[src/design/mts_pkg.sv]
// Types, constants and character codes of the markup tag stripper
`default_nettype none

package mts_pkg;

   // Queue between classifier and executor
   localparam int unsigned QUEUE_DEPTH = 4;

   // Configuration port
   localparam int unsigned CSR_ADDR_W = 2;
   localparam int unsigned CSR_DATA_W = 32;
   localparam logic [CSR_ADDR_W-1:0] ADDR_MAX_CHARS = 2'd0;
   localparam logic [15:0] MAX_CHARS_RESET = 16'd4095;

   // Hard cap on emitted bytes per text, folded down to the counter width
   localparam int unsigned MAX_TEXT_LEN = 65535;
   localparam int unsigned CAP_FOLD = (MAX_TEXT_LEN < 65535) ? MAX_TEXT_LEN : 65535;
   localparam logic [15:0] OUT_CAP = CAP_FOLD[15:0];

   // Window geometry
   localparam int unsigned WIN_DEPTH = 8;
   localparam int unsigned VIEW_DEPTH = WIN_DEPTH + 1;
   localparam int unsigned OPEN_LEN = 7;
   localparam int unsigned CLOSE_LEN = 9;
   localparam logic [3:0] SKIP_AFTER_CLOSE = 4'd8;

   // Character codes
   localparam logic [7:0] CH_LT = 8'h3C;
   localparam logic [7:0] CH_GT = 8'h3E;
   localparam logic [7:0] CH_SP = 8'h20;
   localparam logic [7:0] CH_LF = 8'h0A;
   localparam logic [7:0] CH_CR = 8'h0D;
   localparam logic [7:0] CH_NUL = 8'h00;

   // "<script" and "</script>"
   localparam logic [7:0] OPEN_PAT [OPEN_LEN] =
      '{8'h3C, 8'h73, 8'h63, 8'h72, 8'h69, 8'h70, 8'h74};
   localparam logic [7:0] CLOSE_PAT [CLOSE_LEN] =
      '{8'h3C, 8'h2F, 8'h73, 8'h63, 8'h72, 8'h69, 8'h70, 8'h74, 8'h3E};

   // One classified byte handed from front to back
   typedef struct packed {
      logic       term;       // end of text: emit terminator, clear state
      logic       open_hit;   // "<script" starts at this byte
      logic       close_hit;  // "</script>" starts at this byte
      logic [7:0] ch;         // the byte itself
   } job_type;

   localparam int unsigned JOB_W = $bits(job_type);

endpackage

`default_nettype wire

[src/design/mts_queue.sv]
// Small register queue between the classifier and the executor
`default_nettype none

module mts_queue #(
   parameter int unsigned WIDTH = 8,
   parameter int unsigned DEPTH = 4
) (
   input  wire logic             clock,
   input  wire logic             reset,
   input  wire logic             push,
   input  wire logic [WIDTH-1:0] push_data,
   output logic                  full,
   input  wire logic             pop,
   output logic [WIDTH-1:0]      pop_data,
   output logic                  not_empty
);

   localparam int unsigned PtrW = (DEPTH < 2) ? 1 : $clog2(DEPTH);
   localparam int unsigned CntW = $clog2(DEPTH + 1);
   localparam logic [PtrW-1:0] PtrLast = PtrW'(DEPTH - 1);
   localparam logic [CntW-1:0] CntFull = CntW'(DEPTH);

   logic [WIDTH-1:0] mem_ff [DEPTH];
   logic [PtrW-1:0]  wr_ptr_ff, wr_ptr_in;
   logic [PtrW-1:0]  rd_ptr_ff, rd_ptr_in;
   logic [CntW-1:0]  cnt_ff, cnt_in;

   assign full      = (cnt_ff == CntFull);
   assign not_empty = (cnt_ff != '0);
   assign pop_data  = mem_ff[rd_ptr_ff];

   // Advance pointers and occupancy
   always_comb begin
      wr_ptr_in = wr_ptr_ff;
      rd_ptr_in = rd_ptr_ff;
      cnt_in    = cnt_ff;
      if (push) begin
         wr_ptr_in = (wr_ptr_ff == PtrLast) ? '0 : wr_ptr_ff + 1'b1;
      end
      if (pop) begin
         rd_ptr_in = (rd_ptr_ff == PtrLast) ? '0 : rd_ptr_ff + 1'b1;
      end
      if (push && !pop) begin
         cnt_in = cnt_ff + 1'b1;
      end else if (pop && !push) begin
         cnt_in = cnt_ff - 1'b1;
      end
   end

   always_ff @(posedge clock) begin
      if (reset) begin
         wr_ptr_ff <= '0;
         rd_ptr_ff <= '0;
         cnt_ff    <= '0;
      end else begin
         wr_ptr_ff <= wr_ptr_in;
         rd_ptr_ff <= rd_ptr_in;
         cnt_ff    <= cnt_in;
      end
   end

   // Store entries
   always_ff @(posedge clock) begin
      if (push) begin
         mem_ff[wr_ptr_ff] <= push_data;
      end
   end

endmodule

`default_nettype wire

[src/design/mts_front.sv]
// Front end: lookahead window, script pattern match and flush sequencing
`default_nettype none

module mts_front (
   input  wire logic        clock,
   input  wire logic        reset,
   input  wire logic        in_valid,
   output logic             in_ready,
   input  wire logic [7:0]  in_char,
   input  wire logic        in_last,
   output logic             push,
   output mts_pkg::job_type push_job,
   input  wire logic        queue_full
);

   localparam int unsigned ViewN = mts_pkg::VIEW_DEPTH;

   logic [7:0] buf_ff [ViewN];
   logic [7:0] buf_in [ViewN];
   logic [7:0] view   [ViewN];
   logic [7:0] src    [ViewN];
   logic [3:0] count_ff, count_in;
   logic [3:0] src_n;
   logic       flushing_ff, flushing_in;
   logic       accept;
   logic       open_ok;
   logic       close_ok;

   assign in_ready = !flushing_ff && !queue_full;
   assign accept   = in_valid && in_ready;

   // Place the incoming byte behind the buffered ones
   always_comb begin
      for (int i = 0; i < ViewN; i++) begin
         view[i] = (count_ff == 4'(i)) ? in_char : buf_ff[i];
      end
   end

   // Match both patterns at the head of the current view
   always_comb begin
      for (int i = 0; i < ViewN; i++) begin
         src[i] = flushing_ff ? buf_ff[i] : view[i];
      end
      src_n    = flushing_ff ? count_ff : 4'(ViewN);
      open_ok  = (src_n >= 4'(mts_pkg::OPEN_LEN));
      close_ok = (src_n >= 4'(mts_pkg::CLOSE_LEN));
      for (int k = 0; k < mts_pkg::OPEN_LEN; k++) begin
         if (src[k] != mts_pkg::OPEN_PAT[k]) open_ok = 1'b0;
      end
      for (int k = 0; k < mts_pkg::CLOSE_LEN; k++) begin
         if (src[k] != mts_pkg::CLOSE_PAT[k]) close_ok = 1'b0;
      end
   end

   // Issue one classified byte, or the terminator at the end of a flush
   always_comb begin
      push_job.term      = flushing_ff && (count_ff == '0);
      push_job.open_hit  = open_ok;
      push_job.close_hit = close_ok;
      push_job.ch        = src[0];
      if (flushing_ff) begin
         push = !queue_full;
      end else begin
         push = accept && !in_last && (count_ff == 4'(mts_pkg::WIN_DEPTH));
      end
   end

   // Shift, fill or flush the window
   always_comb begin
      buf_in      = buf_ff;
      count_in    = count_ff;
      flushing_in = flushing_ff;
      if (flushing_ff) begin
         if (!queue_full) begin
            if (count_ff == '0) begin
               flushing_in = 1'b0;
            end else begin
               for (int i = 0; i < ViewN - 1; i++) begin
                  buf_in[i] = buf_ff[i+1];
               end
               count_in = count_ff - 1'b1;
            end
         end
      end else if (accept) begin
         if (in_last) begin
            buf_in      = view;
            count_in    = count_ff + 1'b1;
            flushing_in = 1'b1;
         end else if (count_ff == 4'(mts_pkg::WIN_DEPTH)) begin
            for (int i = 0; i < ViewN - 1; i++) begin
               buf_in[i] = view[i+1];
            end
         end else begin
            buf_in   = view;
            count_in = count_ff + 1'b1;
         end
      end
   end

   always_ff @(posedge clock) begin
      if (reset) begin
         count_ff    <= '0;
         flushing_ff <= 1'b0;
      end else begin
         count_ff    <= count_in;
         flushing_ff <= flushing_in;
      end
   end

   // Hold window bytes
   always_ff @(posedge clock) begin
      buf_ff <= buf_in;
   end

endmodule

`default_nettype wire

[src/design/mts_back.sv]
// Back end: tag, script, whitespace and capacity decisions, output register
`default_nettype none

module mts_back (
   input  wire logic             clock,
   input  wire logic             reset,
   input  wire logic             job_valid,
   input  wire mts_pkg::job_type job,
   output logic                  pop,
   input  wire logic [15:0]      max_chars,
   output logic                  out_valid,
   input  wire logic             out_ready,
   output logic [7:0]            out_char,
   output logic                  out_end
);

   logic        tag_ff, tag_in;
   logic        script_ff, script_in;
   logic [3:0]  skip_ff, skip_in;
   logic [7:0]  prev_ff, prev_in;
   logic [15:0] count_ff, count_in;
   logic        out_valid_ff, out_valid_in;
   logic [7:0]  out_char_ff, out_char_in;
   logic        out_end_ff, out_end_in;
   logic [15:0] limit;
   logic        emit;
   logic [7:0]  emit_ch;

   assign limit     = (max_chars < mts_pkg::OUT_CAP) ? max_chars : mts_pkg::OUT_CAP;
   assign pop       = job_valid && (!out_valid_ff || out_ready);
   assign out_valid = out_valid_ff;
   assign out_char  = out_char_ff;
   assign out_end   = out_end_ff;

   // Decide one byte
   always_comb begin
      tag_in    = tag_ff;
      script_in = script_ff;
      skip_in   = skip_ff;
      prev_in   = prev_ff;
      count_in  = count_ff;
      emit      = 1'b0;
      emit_ch   = job.ch;
      if (pop) begin
         priority if (job.term) begin
            tag_in    = 1'b0;
            script_in = 1'b0;
            skip_in   = '0;
            prev_in   = '0;
            count_in  = '0;
         end else if (count_ff >= limit) begin
            // capacity reached: drop
         end else if (skip_ff != '0) begin
            skip_in = skip_ff - 1'b1;
         end else if (!job.open_hit && job.close_hit) begin
            script_in = 1'b0;
            skip_in   = mts_pkg::SKIP_AFTER_CLOSE;
         end else if (job.open_hit || script_ff) begin
            script_in = 1'b1;
         end else if (job.ch == mts_pkg::CH_LT) begin
            tag_in = 1'b1;
         end else if (job.ch == mts_pkg::CH_GT) begin
            tag_in = 1'b0;
         end else if (tag_ff) begin
            // inside a tag: drop
         end else if (job.ch == mts_pkg::CH_SP && count_ff != '0
                      && prev_ff == mts_pkg::CH_SP) begin
            // repeated space: drop
         end else if (job.ch == mts_pkg::CH_LF || job.ch == mts_pkg::CH_CR) begin
            if (count_ff != '0 && prev_ff != mts_pkg::CH_LF) begin
               emit    = 1'b1;
               emit_ch = mts_pkg::CH_LF;
            end
         end else begin
            emit = 1'b1;
         end
         if (emit) begin
            count_in = count_ff + 16'd1;
            prev_in  = emit_ch;
         end
      end
   end

   // Load or drain the output register
   always_comb begin
      out_valid_in = out_valid_ff;
      out_char_in  = out_char_ff;
      out_end_in   = out_end_ff;
      if (pop) begin
         out_valid_in = emit || job.term;
         out_char_in  = job.term ? mts_pkg::CH_NUL : emit_ch;
         out_end_in   = job.term;
      end else if (out_ready) begin
         out_valid_in = 1'b0;
      end
   end

   always_ff @(posedge clock) begin
      if (reset) begin
         tag_ff       <= 1'b0;
         script_ff    <= 1'b0;
         skip_ff      <= '0;
         prev_ff      <= '0;
         count_ff     <= '0;
         out_valid_ff <= 1'b0;
      end else begin
         tag_ff       <= tag_in;
         script_ff    <= script_in;
         skip_ff      <= skip_in;
         prev_ff      <= prev_in;
         count_ff     <= count_in;
         out_valid_ff <= out_valid_in;
      end
   end

   // Hold output payload
   always_ff @(posedge clock) begin
      out_char_ff <= out_char_in;
      out_end_ff  <= out_end_in;
   end

endmodule

`default_nettype wire

[src/design/markup_tag_stripper.sv]
// Top level of the markup tag stripper
//
// Input stream req_*: one text byte per transaction, req_tlast on the final
// byte of a text. Output stream rsp_*: visible bytes; one terminator
// transaction (rsp_tdata zero, rsp_tlast high) closes every text.
// A CSR port holds max_chars at address 0, the cap on visible bytes per text.
//
// Throughput is one byte per cycle outside a flush while the queue has room.
// A byte is classified when the eighth byte after it arrives, since the
// script patterns span nine bytes; its result then passes through the queue
// and the output register before it appears on rsp_*. The final byte starts a
// flush that issues the remaining window bytes and the terminator, one per
// cycle while the queue has room, with req_tready low. Script matching sits in
// the front end, all per-text state sits in the back end; the QUEUE_DEPTH-entry
// queue between them lets the input keep running while rsp_tready is low until
// the queue fills, after which req_tready drops. Reset clears all control state
// and sets max_chars to 4095; the terminator clears per-text state, not max_chars.
`default_nettype none

module markup_tag_stripper #(
   parameter int unsigned QUEUE_DEPTH = mts_pkg::QUEUE_DEPTH
) (
   input  wire logic                           clock,
   input  wire logic                           reset,
   // input stream
   input  wire logic                           req_tvalid,
   output logic                                req_tready,
   input  wire logic [7:0]                     req_tdata,   // [7:0] in_char
   input  wire logic                           req_tlast,   // last_char
   // result stream
   output logic                                rsp_tvalid,
   input  wire logic                           rsp_tready,
   output logic [7:0]                          rsp_tdata,   // [7:0] out_char
   output logic                                rsp_tlast,   // is_end
   // CSR port
   input  wire logic                           csr_psel,
   input  wire logic                           csr_penable,
   input  wire logic                           csr_pwrite,
   input  wire logic [mts_pkg::CSR_ADDR_W-1:0] csr_paddr,
   input  wire logic [mts_pkg::CSR_DATA_W-1:0] csr_pwdata,
   output logic [mts_pkg::CSR_DATA_W-1:0]      csr_prdata,
   output logic                                csr_pready
);

   logic [15:0]              max_chars_ff, max_chars_in;
   logic                     csr_wr;
   logic                     push;
   mts_pkg::job_type         push_job;
   logic                     queue_full;
   logic                     pop;
   logic                     job_valid;
   logic [mts_pkg::JOB_W-1:0] pop_data;
   mts_pkg::job_type         pop_job;

   // Configuration register
   assign csr_pready = 1'b1;
   assign csr_wr     = csr_psel && csr_penable && csr_pwrite && csr_pready
                       && (csr_paddr == mts_pkg::ADDR_MAX_CHARS);
   assign max_chars_in = csr_wr ? csr_pwdata[15:0] : max_chars_ff;
   assign csr_prdata = (csr_paddr == mts_pkg::ADDR_MAX_CHARS)
                       ? {{(mts_pkg::CSR_DATA_W-16){1'b0}}, max_chars_ff} : '0;

   always_ff @(posedge clock) begin
      if (reset) begin
         max_chars_ff <= mts_pkg::MAX_CHARS_RESET;
      end else begin
         max_chars_ff <= max_chars_in;
      end
   end

   mts_front u_front (
      .clock      (clock),
      .reset      (reset),
      .in_valid   (req_tvalid),
      .in_ready   (req_tready),
      .in_char    (req_tdata),
      .in_last    (req_tlast),
      .push       (push),
      .push_job   (push_job),
      .queue_full (queue_full)
   );

   mts_queue #(
      .WIDTH (mts_pkg::JOB_W),
      .DEPTH (QUEUE_DEPTH)
   ) u_queue (
      .clock     (clock),
      .reset     (reset),
      .push      (push),
      .push_data (push_job),
      .full      (queue_full),
      .pop       (pop),
      .pop_data  (pop_data),
      .not_empty (job_valid)
   );

   assign pop_job = mts_pkg::job_type'(pop_data);

   mts_back u_back (
      .clock     (clock),
      .reset     (reset),
      .job_valid (job_valid),
      .job       (pop_job),
      .pop       (pop),
      .max_chars (max_chars_ff),
      .out_valid (rsp_tvalid),
      .out_ready (rsp_tready),
      .out_char  (rsp_tdata),
      .out_end   (rsp_tlast)
   );

endmodule

`default_nettype wire

[config.mk]
export PLATFORM = sky130hd
export DESIGN_NAME = markup_tag_stripper
export DESIGN_NICKNAME = d
export VERILOG_FILES = /design/src/design/mts_pkg.sv /design/src/design/mts_queue.sv /design/src/design/mts_front.sv /design/src/design/mts_back.sv /design/src/design/markup_tag_stripper.sv
export SDC_FILE = /design/constraint.sdc
export NUM_CORES = 1
export LEC_CHECK = 0
export ABC_AREA = 1
export CAP_MARGIN = 20
export CORE_ASPECT_RATIO = 2
export CORE_MARGIN = 2
export CORE_UTILIZATION = 50
export CTS_CLUSTER_DIAMETER = 200
export DETAILED_ROUTE_END_ITERATION = 7
export DONT_BUFFER_PORTS = 1
export GPL_ROUTABILITY_DRIVEN = 1
export SLEW_MARGIN = 15
export SYNTH_ARGS = -nofsm -noshare
export SYNTH_HDL_FRONTEND = slang
export SYNTH_SLANG_ARGS = --single-unit
[constraint.sdc]
create_clock -name clock -period 9.7 [get_ports clock]
set_input_delay 0.485 -clock clock [delete_from_list [all_inputs] [get_ports clock]]
set_output_delay 0.485 -clock clock [all_outputs]
set_load 0.02 [all_outputs]
Word-level counts from Yosys, hierarchy flattened
Memory sizes are Yosys's and may differ from the RTL's. A register that Yosys moved wholly into a read port is not among the register bits. Cells that the tools add are included.

Flip-flop bits (word level): 140. Memory bits (read-only): 0. Bits in writable memories: 44. Input bits: 50. Memories: 1. Output and inout bits: 44. Latch bits: 0.

Mux-type cells: 110. Reduce and logical (&&, ||, !) cells: 45. $add $sub $neg: 8. Div/mod/pow operators: 0. $mul: 0. Shift operators: 0. Bitwise operators: 1. Equal/unequal tests: 41. Magnitude comparators: 4.

Memories: u_queue.mem_ff (words 4, width 11, rd ports 1, clocked after Yosys merged registers in 1, write ports 1, line mts_queue.sv:23) `logic [WIDTH-1:0] mem_ff [DEPTH];`.

Operator list (number): 64-bit 2-to-1 mux (4); 8-bit 2-to-1 mux (32); 72-bit 2-to-1 mux (2); 8-bit by 7-bit != test with 1-bit output (second input constant) (12); 16-bit 2-to-1 mux (4); 1-bit 2-to-1 mux (51); 4-bit 2-to-1 mux (11); 8-bit by 6-bit equality test with 1-bit output (second input constant) (4); 8-bit by 6-bit != test with 1-bit output (second input constant) (3); 16-bit by 1-bit adder with 16-bit output (second input constant) (1); 4-bit by 3-bit equality test with 1-bit output (second input constant) (4); 8-bit by 4-bit equality test with 1-bit output (second input constant) (2); 16-bit >= comparator (1); 16-bit less-than comparator (second input constant) (1); 16-bit nonzero test (1); 1-bit logical AND (15); 3-bit nonzero test (4); 3-bit AND reduction (3); 4-bit by 2-bit equality test with 1-bit output (second input constant) (2); 2-bit 2-to-1 mux (4); 2-bit by 1-bit != test with 1-bit output (second input constant) (4); 8-bit by 4-bit != test with 1-bit output (second input constant) (1); 4-bit AND reduction (2); 2-bit nonzero test (4); other kinds (22) (37).

Depth between registers and ports, before layout
Gate-level depths: netlist of run 1.

Word-level depth: 17. Gate-level depth with buffers: 17. Gate-level depth less buffers: 16.

By module
From an unflattened synthesis of run 1, not the netlist that was laid out.

Cell total of the unflattened synthesis: 1533. Area total of the unflattened synthesis: 11693.7 sq um.

Modules (own cells, without submodules): mts_front (instances 1, area each 5941.9 sq um, cells each 820); mts_back (instances 1, area each 2742.6 sq um, cells each 408); mts_queue (instances 1, area each 2090.8 sq um, cells each 167); markup_tag_stripper (instances 1, area each 918.4 sq um, cells each 138).

Least setup slack after synthesis of run 1
No wires, ideal clock.

Kind: register to register. Start point: register u_queue.cnt_ff[0]. End point: register u_front.buf_ff[10] (netlist name), enable pin. Arrival: 4370 ps. Stages on the path, launching flop included: 6. Path slack: 4823 ps. Setup time: 507 ps. Required time: 9193 ps. Path through: dfxtp_1 nor3_1 nor2_1 nand2_1 clkbuf_1 a21oi_1.

Cells in the longest elaborated chain, start to end: 6. Elaborated cells between the ends (all ways): 7. Those cells by class: eq/ne (2); reduce/logical (5).

Ends and longest elaborated chain: start, declared (line mts_queue.sv:26) `logic [CntW-1:0] cnt_ff, cnt_in;`; start signal, assigned (line mts_queue.sv:58) `cnt_ff <= cnt_in;`; 3-bit equality test (line mts_queue.sv:28) `assign full = (cnt_ff == CntFull);`; 1-bit logical NOT (line mts_front.sv:29) `assign in_ready = !flushing_ff && !queue_full;`; 1-bit logical AND (line mts_front.sv:29); net req_tready (line markup_tag_stripper.sv:27) `output logic req_tready,`; 1-bit logical AND (line mts_front.sv:30) `assign accept = in_valid && in_ready;`; 2-bit nonzero test (no line); 3-bit AND reduction (no line); end signal, assigned (line mts_front.sv:112) `buf_ff <= buf_in;`; end, declared (line mts_front.sv:18) `logic [7:0] buf_ff [ViewN];`.

The timed path passes the listed nets, and every way through them passes these cells. A chain may end at the register's enable or synchronous reset.

Worst setup path in the final report of run 1
Start point: register u_front.count_ff[0]. End point: register u_queue.cnt_ff[2].

Cells in the longest elaborated chain, start to end: 6. Elaborated cells between the ends (all ways): 8. Those cells by class: eq/ne (1); mux (2); reduce/logical (5).

Ends and longest elaborated chain: start, declared (line mts_front.sv:22) `logic [3:0] count_ff, count_in;`; start signal, assigned (line mts_front.sv:105) `count_ff <= count_in;`; 4-bit equality test * (line mts_front.sv:64) `push = accept && !in_last && (count_ff == 4'(mts_pkg::WIN_DEPTH));`; 1-bit logical AND * (line mts_front.sv:64); 1-bit 2-to-1 mux * (line mts_front.sv:61) `if (flushing_ff) begin`; net push (line markup_tag_stripper.sv:47) `logic push;`; 1-bit logical NOT (line mts_queue.sv:45) `end else if (pop && !push) begin`; 1-bit logical AND (line mts_queue.sv:45); 2-bit nonzero test (no line).

Mark *: on every way through the listed nets, which the timed path passes. The rest lies on a longest branch.

==> run_results.csv, run 1 <==
group,metric,value,unit
status,status,"completed",
global_routing,grt_use_met3,4.46,%
clocking,post_cts_buffers,0,
global_routing,globalRouteMet2Util,55.0,%
clocking,cts-root-buf,"clkbuf_16",
global_routing,global_route.usage.total,27.9,%
route,first_iter_violations,507,
timing,fin_setup_tns,0,ps
route,remaining_drc_errors,0,
hold_path,holdCritPathClass,"in2reg",
clocking,cts.sinks,186,
worst_setup_path,critical_path.startpoint_type,"flop",
timing,finalHoldViolations,0,
final_layout,antenna_cells_inserted,0,
yosys,synth_enable_flop_cells,125,
timing,grt_setup_unrepaired,"false",
global_routing,grt_remaining_overflow,0,
yosys,yosys.cell_types.count,51,
yosys,synth-warning-count,0,
global_routing,grt.met1_usage,27.8,%
yosys,postSynthRegisterBits,186,
timing,period_share,41.1,%
worst_setup_path,regToRegSetupSlack,5710,ps
route,drt_wl_total,30.9,mm
floorplanning,ioPinCount,94,
flow_run,maxCapViolCount,0,
final_layout,drive_above_1_share,3.93,%
worst_setup_path,end_kind,"flop",
route,drt_pass1_iterations,5,
placed_design,io_buffers,0,
global_routing,number_of_antenna_violations_at_the_first_check_in_global_routing,0,
timing,timing.fmax,251,MHz
final_layout,flow.area_growth_from_synthesis,5.79,%
worst_setup_path,arrival,4370,ps
global_routing,busiest_layer,"met2",
yosys,synthMostInstantiatedCell,"nand2_1",
worst_setup_path,worst-setup-path-type,"reg2reg",
yosys,synth_top_area_share,34.4,%
final_layout,post-route-util,53.6,%
timing,setup-violations-final,0,
power,leakage,4.78,nW
power,ir_worst_vdd,0.226,mV
clocking,cts_tree,"built",
clocking,cts_buffers,17,
floorplanning,fp-row-count,76,
yosys,number_of_standard_cells_after_synthesis,1422,
clocking,clock_tree.buffer_depth,2,
yosys,synth_async_sr_flop_share,0,%
placed_design,final_gp_congestion,0.878,
final_layout,finalNetCount,1466,
floorplanning,fp.coreArea,21500,um^2
yosys,sequential_share_of_the_synthesized_area,45.7,%
timing,post-route-min-period,3990,ps
clocking,cts-resized-gates,0,
route,drtAntennaViolNets,0,
yosys,synth_top_flop_cell,"edfxtp_1",
floorplanning,die-width,108,um
yosys,post-synth-top-area-cell,"edfxtp_1",
route,vias,9454,
clocking,cts_htree_levels,4,
floorplanning,fp.dieArea,23100,um^2
timing,max_slew_margin,31.6,%
route,route.detailed.vias_per_inst,5.65,
power,power.density_cell_area,269,nW/um^2
yosys,synth.avg_cell_area,7.66,um^2
timing,report.final.slew_viol_count,0,
floorplanning,die_y,213,um
clocking,worst_setup_hold_path_clk_slew,70,ps
yosys,syn_area,10900,um^2
placed_design,place_hpwl,22.2,mm
route,wl_per_cell,18.5,um
power,post-layout-total-power,3.10,mW
floorplanning,initial_utilization,50.7,%
yosys,ys_top_cells_by_area,"edfxtp_1 (34%), nand2_1 (14%), dfxtp_1 (11%)",
timing,timing_worst_slew_pin_value,1020,ps
clocking,clkLatencyLatePin,450,ps
worst_setup_path,crit_required,10080,ps
worst_setup_path,crit_fanout,68,
clocking,hold_buffers,0,
yosys,synth_commonest_cells,"nand2_1 (408), o21ai_0 (187), nor2_1 (131)",
global_routing,maximum_number_of_pins_on_one_net_before_global_route_repair,78,
global_routing,vias_in_the_first_global_route,9150,
global_routing,first_pass_grt_wire_length,48.7,mm
timing,clock_skew,9.47,ps
critical path, stage by stage (launching register included):
cell and delay, ps:
dfxtp_1 340, inv_1 140, ha_1 240, nand3_1 450, nor2_4 200, buf_4 540, inv_2 40, buf_4 330
nand2_1 170, nand2_1 190, inv_1 110, ha_1 150, inv_1 80, fa_1 440, nor2_1 110, nor2_1 40
nand2_1 70, o21ai_0 70, a21oi_1 160
cells in the final DEF (no fill, tap or decap), types with 3 or more instances in the layout:
| master | n |
|---|---|
| a211oi_1 | 4 |
| conb_1 | 17 |
| a22o_1 | 3 |
| buf_4 | 12 |
| nor2_1 | 130 |
| clkinv_4 | 5 |
| a41oi_1 | 3 |
| dfxtp_1 | 60 |
| o41ai_1 | 3 |
| o22ai_1 | 3 |
| inv_6 | 3 |
| a31oi_1 | 3 |
| nor3_1 | 14 |
| nand2_1 | 408 |
| a21boi_0 | 11 |
| o31ai_1 | 3 |
| o211ai_1 | 28 |
| o21ai_0 | 187 |
| clkbuf_16 | 17 |
| nor4_1 | 9 |
| xor2_1 | 14 |
| nand4_1 | 23 |
| nor2_4 | 3 |
| ha_1 | 28 |
| a21oi_1 | 78 |
| nor3b_1 | 3 |
| nand3_1 | 43 |
| inv_1 | 124 |
| edfxtp_1 | 125 |
| or2_2 | 3 |
area by class of cell:
cell class / instances / area, um^2
well taps: 273 / 342
repair buffers: 12 / 90.1
flip-flops and latches: 186 / 4980
clock buffers: 19 / 433
multi-input cells: 1044 / 5120
inverters: 126 / 473
clock inverters: 13 / 97.6
fillers: 2156 / 9960
sequential cells by signal, indices dropped and copies added (netlist names), named ones only:
signal and flops:
u_back.count_ff 16, u_queue.cnt_ff 3, u_back.out_end 1, u_back.skip_ff 4
u_front.buf_ff 72, u_back.script_ff 1, u_queue.rd_ptr_ff 2, u_queue.mem_ff 44
u_front.count_ff 4, max_chars_ff 16, u_back.out_char 8, u_queue.wr_ptr_ff 2
u_back.tag_ff 1, u_front.flushing_ff 1, u_back.prev_ff 8, u_back.out_valid 1
logic make-up (layout without fill, tap and decap cells):
group                    after synthesis  in the layout  synth area share, %
buffers and inverters                207            170                 8.08
XOR/XNOR                              15             15                 1.21
AND/OR/NAND/NOR                      642            642                 24.1
other                                  2             17               0.0689
adder cells (fa/ha/maj)               29             29                 3.40
flip-flops                           186            186                 45.7
AO/OA/AOI/OAI                        341            341                 17.5
metal layers:
metal  vias to the layer above  share of wire (%)
li1                       4715                  -
met1                      4456                 36
met2                       218                 57
met3                        65                3.1
met4                         0                4.0
met5                         -                  0
metrics by stage:
stage	hold slack (ps)	worst slack, ps	cells	area, um^2
2_1_floorplan	452	4820	1437	11000
3_3_place_gp	458	5690	1638	11000
3_5_place_dp	469	5710	1640	11000
4_1_cts	69.6	5690	1672	11500
5_1_grt	77.7	5320	1673	11500
6_report	99.5	5710	1673	11500
final timing paths:
kind,end,cells past startpoint,startpoint
max reg2reg,u_queue.cnt_ff[2],18,u_front.count_ff[0]
max,u_queue.cnt_ff[2],18,u_front.count_ff[0]
min reg2reg,u_back.skip_ff[1],2,u_back.skip_ff[1]
min,u_front.flushing_ff,1,reset
report_power, final:
part | switching [mW] | leakage [nW] | internal [mW]
logic | 0.858 | 2.82 | 0.326
clock network | 0.318 | 0.250 | 0.329
registers | 0.139 | 1.71 | 1.13
Note: power is estimated with default switching activity, not from simulation.
==> run 2: changes to the inputs <==
- ABC_AREA: 1 -> 0
- PLACE_DENSITY: default -> 0.68
- clock period: 9.7 -> 3.3 ns (I/O delays scaled with it)
==> run 2 against run 1 <==
  * Final area up 4.3%
  * Cell count down 16%
  * Non-clock buffer count up 72
  * Highest routed layer unchanged
  * Area after synthesis down 2.3%
  * Maximum frequency up 26%
==> run_results.csv, run 2 <==
group,metric,value,unit
status,status,"completed",
worst_setup_path,end_kind,"flop",
timing,setup-violations-final,0,
final_layout,most-common-layout-cells,"nand2_1 (138), edfxtp_1 (125), nor2_1 (98), o21ai_0 (72), dfxtp_1 (60)",
global_routing,number_of_antenna_violations_at_the_first_check_in_global_routing,0,
yosys,synth_commonest_cells,"nand2_1 (138), edfxtp_1 (125), nor2_1 (99)",
yosys,postSynthRegisterBits,186,
worst_setup_path,arrival,3470,ps
timing,report.final.slew_viol_count,0,
yosys,synth_top_flop_cell,"edfxtp_1",
route,wl_per_cell,22.4,um
placed_design,dp_worst_setup_slack,-15.8,ps
yosys,ys_top_cells_by_area,"edfxtp_1 (35%), dfxtp_1 (11%), mux2i_1 (4.9%)",
clocking,post_cts_buffers,0,
worst_setup_path,ff2ff_path_depth,10,
yosys,synth_async_sr_flop_share,0,%
final_layout,largestRegisters,"u_front.buf_ff: 72 flops, u_queue.mem_ff: 44 flops",
route,drtAntennaViolNets,0,
timing,clock_skew,10.4,ps
route,drt_wl_total,31.4,mm
floorplanning,fp.dieArea,22600,um^2
clocking,clkLatencyLatePin,440,ps
placed_design,io_buffers,0,
timing,finalHoldViolations,0,
placed_design,place_hpwl,21.9,mm
yosys,synth_mux_area_share,9.12,%
yosys,synth_simple_gate_area_share,19.0,%
clocking,cts-root-buf,"clkbuf_16",
yosys,synth_enable_flop_cells,125,
worst_setup_path,critical_path.startpoint_type,"flop",
yosys,synth.avg_cell_area,9.73,um^2
worst_setup_path,crit_path_cell_trace,"inv_1 > ha_1 > or3b_1 > nor2_4 > mux2_2 > nand4bb_1 > a2111oi_1 > nand4_1 > nor4_1 > buf_4",
route,route.detailed.vias_per_inst,6.29,
timing,timing_worst_slew_pin_value,980,ps
worst_setup_path,worst-setup-path-type,"reg2reg",
global_routing,grt_remaining_overflow,0,
yosys,yosys.cell_types.count,76,
final_layout,largest-register,"u_front.buf_ff",
power,power.density_cell_area,790,nW/um^2
floorplanning,ioPinCount,94,
yosys,fraction_of_the_mapped_netlist_area_in_compound_gates,15.8,%
floorplanning,die_y,210,um
clocking,cts_buffers,17,
global_routing,maximum_number_of_pins_on_one_net_before_global_route_repair,65,
worst_setup_path,critPathSlowestCell,"or3b_1",
hold_path,hold_path_depth,2,
final_layout,drive_above_1_share,12.4,%
yosys,syn_area,10600,um^2
placed_design,final_gp_congestion,0.946,
floorplanning,die-width,107,um
flow_run,maxCapViolCount,0,
clocking,worst_setup_hold_path_clk_slew,70,ps
route,drt_pass1_iterations,6,
timing,period_share,95.8,%
final_layout,fillerInstances,1850,
yosys,synthMostInstantiatedCell,"nand2_1",
placed_design,placed_cells_incl_taps,1342,
yosys,synth-warning-count,0,
worst_setup_path,cpPeakStageDelay,410,ps
clocking,clock_tree.buffer_depth,2,
floorplanning,initial_utilization,50.9,%
timing,setup_slack,137,ps
clocking,cts_htree_levels,4,
route,first_iter_violations,624,
final_layout,finalNetCount,1198,
power,leakage,4.57,nW
yosys,number_of_standard_cells_after_synthesis,1095,
final_layout,final_cells,1401,
yosys,adder_cell_share_of_the_synthesized_area,3.48,%
timing,fin_setup_tns,0,ps
floorplanning,fp.coreArea,20900,um^2
final_layout,layout.cells.most_common,"nand2_1",
power,ir_worst_vdd,0.383,mV
timing,timing.fmax,316,MHz
route,remaining_drc_errors,0,
timing,post-route-min-period,3160,ps
floorplanning,fp-row-count,75,
yosys,synth_top_area_share,35.2,%
global_routing,vias_in_the_first_global_route,8906,
yosys,synth_top_family_by_area,"simple AND/OR/NAND/NOR gates",
timing,max_slew_margin,34.7,%
yosys,post-synth-top-area-cell,"edfxtp_1",
yosys,sequential_share_of_the_synthesized_area,46.7,%
worst_setup_path,crit_required,3610,ps
route,vias,8816,
worst_setup_path,crit_fanout,5,
timing,grt_setup_unrepaired,"true",
final_layout,flow.area_growth_from_synthesis,12.9,%
hold_path,holdCritPathClass,"in2reg",
global_routing,first_pass_grt_wire_length,48.8,mm
final_layout,largest_register_ff_count,72,
final_layout,antenna_cells_inserted,0,
yosys,yosys.area_share.xor_xnor,0.493,%
clocking,cts.sinks,186,
clocking,cts_tree,"built",
global_routing,global_route.usage.total,28.6,%
## run 2: critical path: cells and delay by family, from the launching register on
family | cells | cell delay, ps
adders and majority gates | 1 | 180
and+or+nand+nor | 5 | 1520
buffers and inverters | 2 | 270
AOI/OAI and AO/OA | 1 | 340
DFF | 1 | 330
muxes | 1 | 400
## run 2: metrics by stage
| stage | total power [mW] | area (um^2) | hold WS, ps | utilization, % |
|---|---|---|---|---|
| final | 9.50 | 12000 | 11.8 | 57.5 |
| after global routing | 10.0 | 12000 | 7.46 | 57.5 |
| after CTS | 9.48 | 12000 | 3.08 | 57.3 |
| after detailed placement | 7.29 | 11100 | 245 | 53.1 |
| after global placement | 7.22 | 11100 | 244 | 53.1 |
| after floorplan | 6.15 | 10700 | 283 | - |
## run 2: report_power, final
part	internal [mW]	switching (mW)	total, mW
Clock	1.22	0.920	2.14
Combinational	1.38	2.06	3.44
Sequential	3.30	0.616	3.92
## run 2: path summary, 6_finish.rpt
path,startpoint,end,slack (ps)
setup reg to reg,u_front.count_ff[0],u_queue.mem_ff[3][8],140
hold reg to reg,u_back.prev_ff[6],u_back.prev_ff[6],470
hold / removal,req_tdata[5],u_front.buf_ff[53],10
setup / recovery,u_front.count_ff[0],u_queue.mem_ff[3][8],140
## run 2: per-layer routing
| layer | up-vias | global-route usage [%] | wire [um] |
|---|---|---|---|
| met1 | 4232 | 26.9 | 10300 |
| met2 | 337 | 52.9 | 17000 |
| li1 | 4102 | - | - |
| met3 | 145 | 4.85 | 1420 |
| met4 | 0 | 22.6 | 2740 |
| met5 | - | 0 | 0 |
## run 2: cell families (layout without fill, tap and decap cells)
family,after synthesis,after routing
simple gates,412,412
compound gates,248,248
flops,186,186
buf+inv,130,152
mux,82,82
fa+ha+maj,29,29
xor+xnor,6,6
other cells,2,17
## run 2: final cells by class
class                      instances  area [um^2]  area share (%)
timing repair buffer              84          746            6.20
clock inverter                    13          169            1.40
sequential                       186         4980            41.4
multi-input combinational        794         5220            43.4
clock buffer                      19          443            3.68
inverter                          36          135            1.12
tap                              269          337            2.80
## run 2: repair_timing
item                                    in CTS  in global routing
gates resized for setup                      1                  5
hold endpoints to repair                    73                  0
hold buffers                                27                  0
endpoints found under the setup margin       4                 12
==> run 3: changes to the inputs <==
- CORE_MARGIN: 2 -> 1
- CTS_BUF_LIST: default -> sky130_fd_sc_hd__clkbuf_4
==> run 3 against run 2 <==
  * Via count fell by 0.31%
  * Clock-buffer cell count fell by 2
  * Clock power fell by 45%
  * Global-route usage rose by 0.78 points
  * Utilization fell by 2.0 points
  * Setup slack improved by 27 ps
  * Combinational power fell by 1%
  * First-iteration DRC count fell by 13%
  * Die area fell by 2.8%
  * Sequential power barely moved
  * Power fell by 11%
  * Worst hold slack improved by 35 ps
  * Largest power group unchanged
==> run_results.csv, run 3 (synthesis gave the netlist of run 2 again) <==
group,metric,value,unit
status,status,"completed",
worst_setup_path,crit_top_cell,"buf_4",
placed_design,final_gp_congestion,0.953,
power,leakage,4.37,nW
final_layout,layout.cells.most_common,"nand2_1",
timing,fin_setup_tns,0,ps
flow_run,maxCapViolCount,0,
floorplanning,initial_utilization,50.9,%
worst_setup_path,crit-reg2reg-launch,"u_front.count_ff[0]",
route,drt_pass1_iterations,5,
route,route.detailed.vias_per_inst,6.29,
power,ir_worst_vdd,0.529,mV
final_layout,most-common-layout-cells,"nand2_1 (138), edfxtp_1 (125), nor2_1 (98), o21ai_0 (72), dfxtp_1 (59)",
timing,report.final.slew_viol_count,0,
worst_setup_path,cp.buffers_inverters,3,
power,power.density_cell_area,731,nW/um^2
route,remaining_drc_errors,0,
final_layout,largest-register,"u_front.buf_ff",
clocking,cts_tree,"built",
clocking,cts-root-buf,"clkbuf_4",
clocking,cts_buffers,17,
worst_setup_path,cpPeakStageDelay,410,ps
global_routing,global_route.usage.total,29.4,%
clocking,clock_tree.buffer_depth,2,
worst_setup_path,regToRegEndpoint,"u_queue.mem_ff[2][8]",
worst_setup_path,regToRegSetupSlack,160,ps
final_layout,largest_register_ff_count,72,
global_routing,grt_remaining_overflow,0,
timing,period_share,95.0,%
worst_setup_path,critPathSlowestCell,"or3b_1",
global_routing,first_pass_grt_wire_length,48.3,mm
worst_setup_path,ff2ff_path_depth,11,
timing,timing.fmax,319,MHz
final_layout,largestRegisters,"u_front.buf_ff: 72 flops, u_queue.mem_ff: 44 flops",
worst_setup_path,crit_family,"simple AND/OR/NAND/NOR gates",
global_routing,number_of_antenna_violations_at_the_first_check_in_global_routing,2,
floorplanning,fp.dieArea,21900,um^2
timing,finalHoldViolations,0,
timing,post-route-min-period,3140,ps
floorplanning,fp-row-count,75,
route,drtAntennaViolNets,0,
final_layout,final_design_area_no_fill,11600,um^2
timing,clock_skew,27.0,ps
clocking,clkLatencyLatePin,650,ps
timing,setup-violations-final,0,
global_routing,maximum_number_of_pins_on_one_net_before_global_route_repair,65,
route,first_iter_violations,544,
timing,max_slew_margin,34.6,%
clocking,cts_htree_levels,4,
clocking,cts.sinks,186,
worst_setup_path,crit_path_cell_trace,"inv_1 > ha_1 > or3b_1 > nor2_4 > mux2_2 > nand4bb_1 > a2111oi_1 > nand4_1 > buf_4 > nor4_2 > buf_4",
clocking,worst_setup_hold_path_clk_slew,160,ps
timing,timing_worst_slew_pin_value,981,ps
worst_setup_path,worst-setup-path-type,"reg2reg",
floorplanning,fp.coreArea,20900,um^2
hold_path,timing.hold.worst.start,"req_tdata[3]",
hold_path,hold_path_depth,4,
placed_design,place_hpwl,22.3,mm
hold_path,holdCritPathClass,"in2reg",
route,wl_per_cell,22.5,um
placed_design,placement.cell_area,11000,um^2
timing,grt_setup_unrepaired,"false",
final_layout,drive_above_1_share,11.9,%
global_routing,vias_in_the_first_global_route,8850,
floorplanning,ioPinCount,94,
worst_setup_path,crit_required,3830,ps
worst_setup_path,crit_fanout,6,
placed_design,io_buffers,0,
route,vias,8789,
floorplanning,die-width,105,um
worst_setup_path,end_kind,"flop",
worst_setup_path,critical_path.startpoint_type,"flop",
worst_setup_path,arrival,3660,ps
final_layout,flow.area_growth_from_synthesis,9.06,%
final_layout,finalNetCount,1193,
hold_path,min_to,"u_front.buf_ff[19]",
floorplanning,die_y,208,um
route,drt_wl_total,31.5,mm
-- run 3: cell count changes in the layout (fill, tap and decap cells not counted), sizes merged --
cell	delta
bufinv	-3
dlygate4sd3	+2
buf	-7
clkbuf	-2
diode	+1
clkinvlp	+1
clkinv	+4
-- run 3: per-stage QoR --
step / setup WS, ps / cells / hold WS, ps / util, % / power, mW
final: 165 / 1397 / 46.7 / 55.5 / 8.49
after global routing: 21.4 / 1397 / 24.3 / 55.5 / 8.94
after CTS: 71.7 / 1395 / 0.925 / 55.3 / 8.47
after detailed placement: -22.1 / 1334 / 247 / 52.7 / 7.24
after global placement: 72.0 / 1334 / 244 / 52.7 / 7.16
after floorplan: 80.8 / 1110 / 283 / - / 6.15
-- run 3: what timing repair did --
item                                   CTS  global route
gates resized for setup                  2             5
setup endpoints to repair                4            12
pin swaps                                0             1
endpoints found under the hold margin  157             0
hold buffers                            29             0
setup buffers                            0             1
-- run 3: area by class of cell --
type	instances	area (um^2)
antenna	1	2.50
clock buffer	17	128
clock inverter	15	124
fill	1899	9310
inverter	36	135
multi-input combinational	794	5220
sequential	186	4980
tap	269	337
timing repair buffer	79	688
-- run 3: worst max-delay path by stage --
stage	startpoint	depth (start not counted)	endpoint	slack, ps
final	u_front.count_ff[0]	11	u_queue.mem_ff[2][8]	160
after global routing	u_front.count_ff[0]	11	u_queue.mem_ff[2][8]	20
after CTS	u_front.count_ff[0]	10	u_queue.mem_ff[2][9]	70
after detailed placement	u_front.count_ff[0]	10	u_queue.mem_ff[3][9]	-20
after global placement	u_front.count_ff[0]	10	u_queue.mem_ff[0][9]	70
after floorplan	u_front.count_ff[0]	6	u_front.buf_ff[10]	80
-- run 3: power by group --
group          internal (mW)  leakage (nW)  switching [mW]
clock                  0.309         0.126           0.872
sequential              3.30          1.73           0.625
combinational           1.34          2.51            2.05
total                   4.95          4.37            3.54
-- run 3: worst min-delay path, cell delays in order --
cell and delay, ps:
mux2i_1 60, buf_4 150, nand2_1 60, a32o_1 150
-- run 3: routing by layer --
metal  up-vias  wire length (um)  track usage (%)
li1       4094                 -                -
met3       141              1160             5.01
met4         0              2690             24.4
met5         -                 0                0
met2       287             17300             55.7
met1      4267             10300             26.3
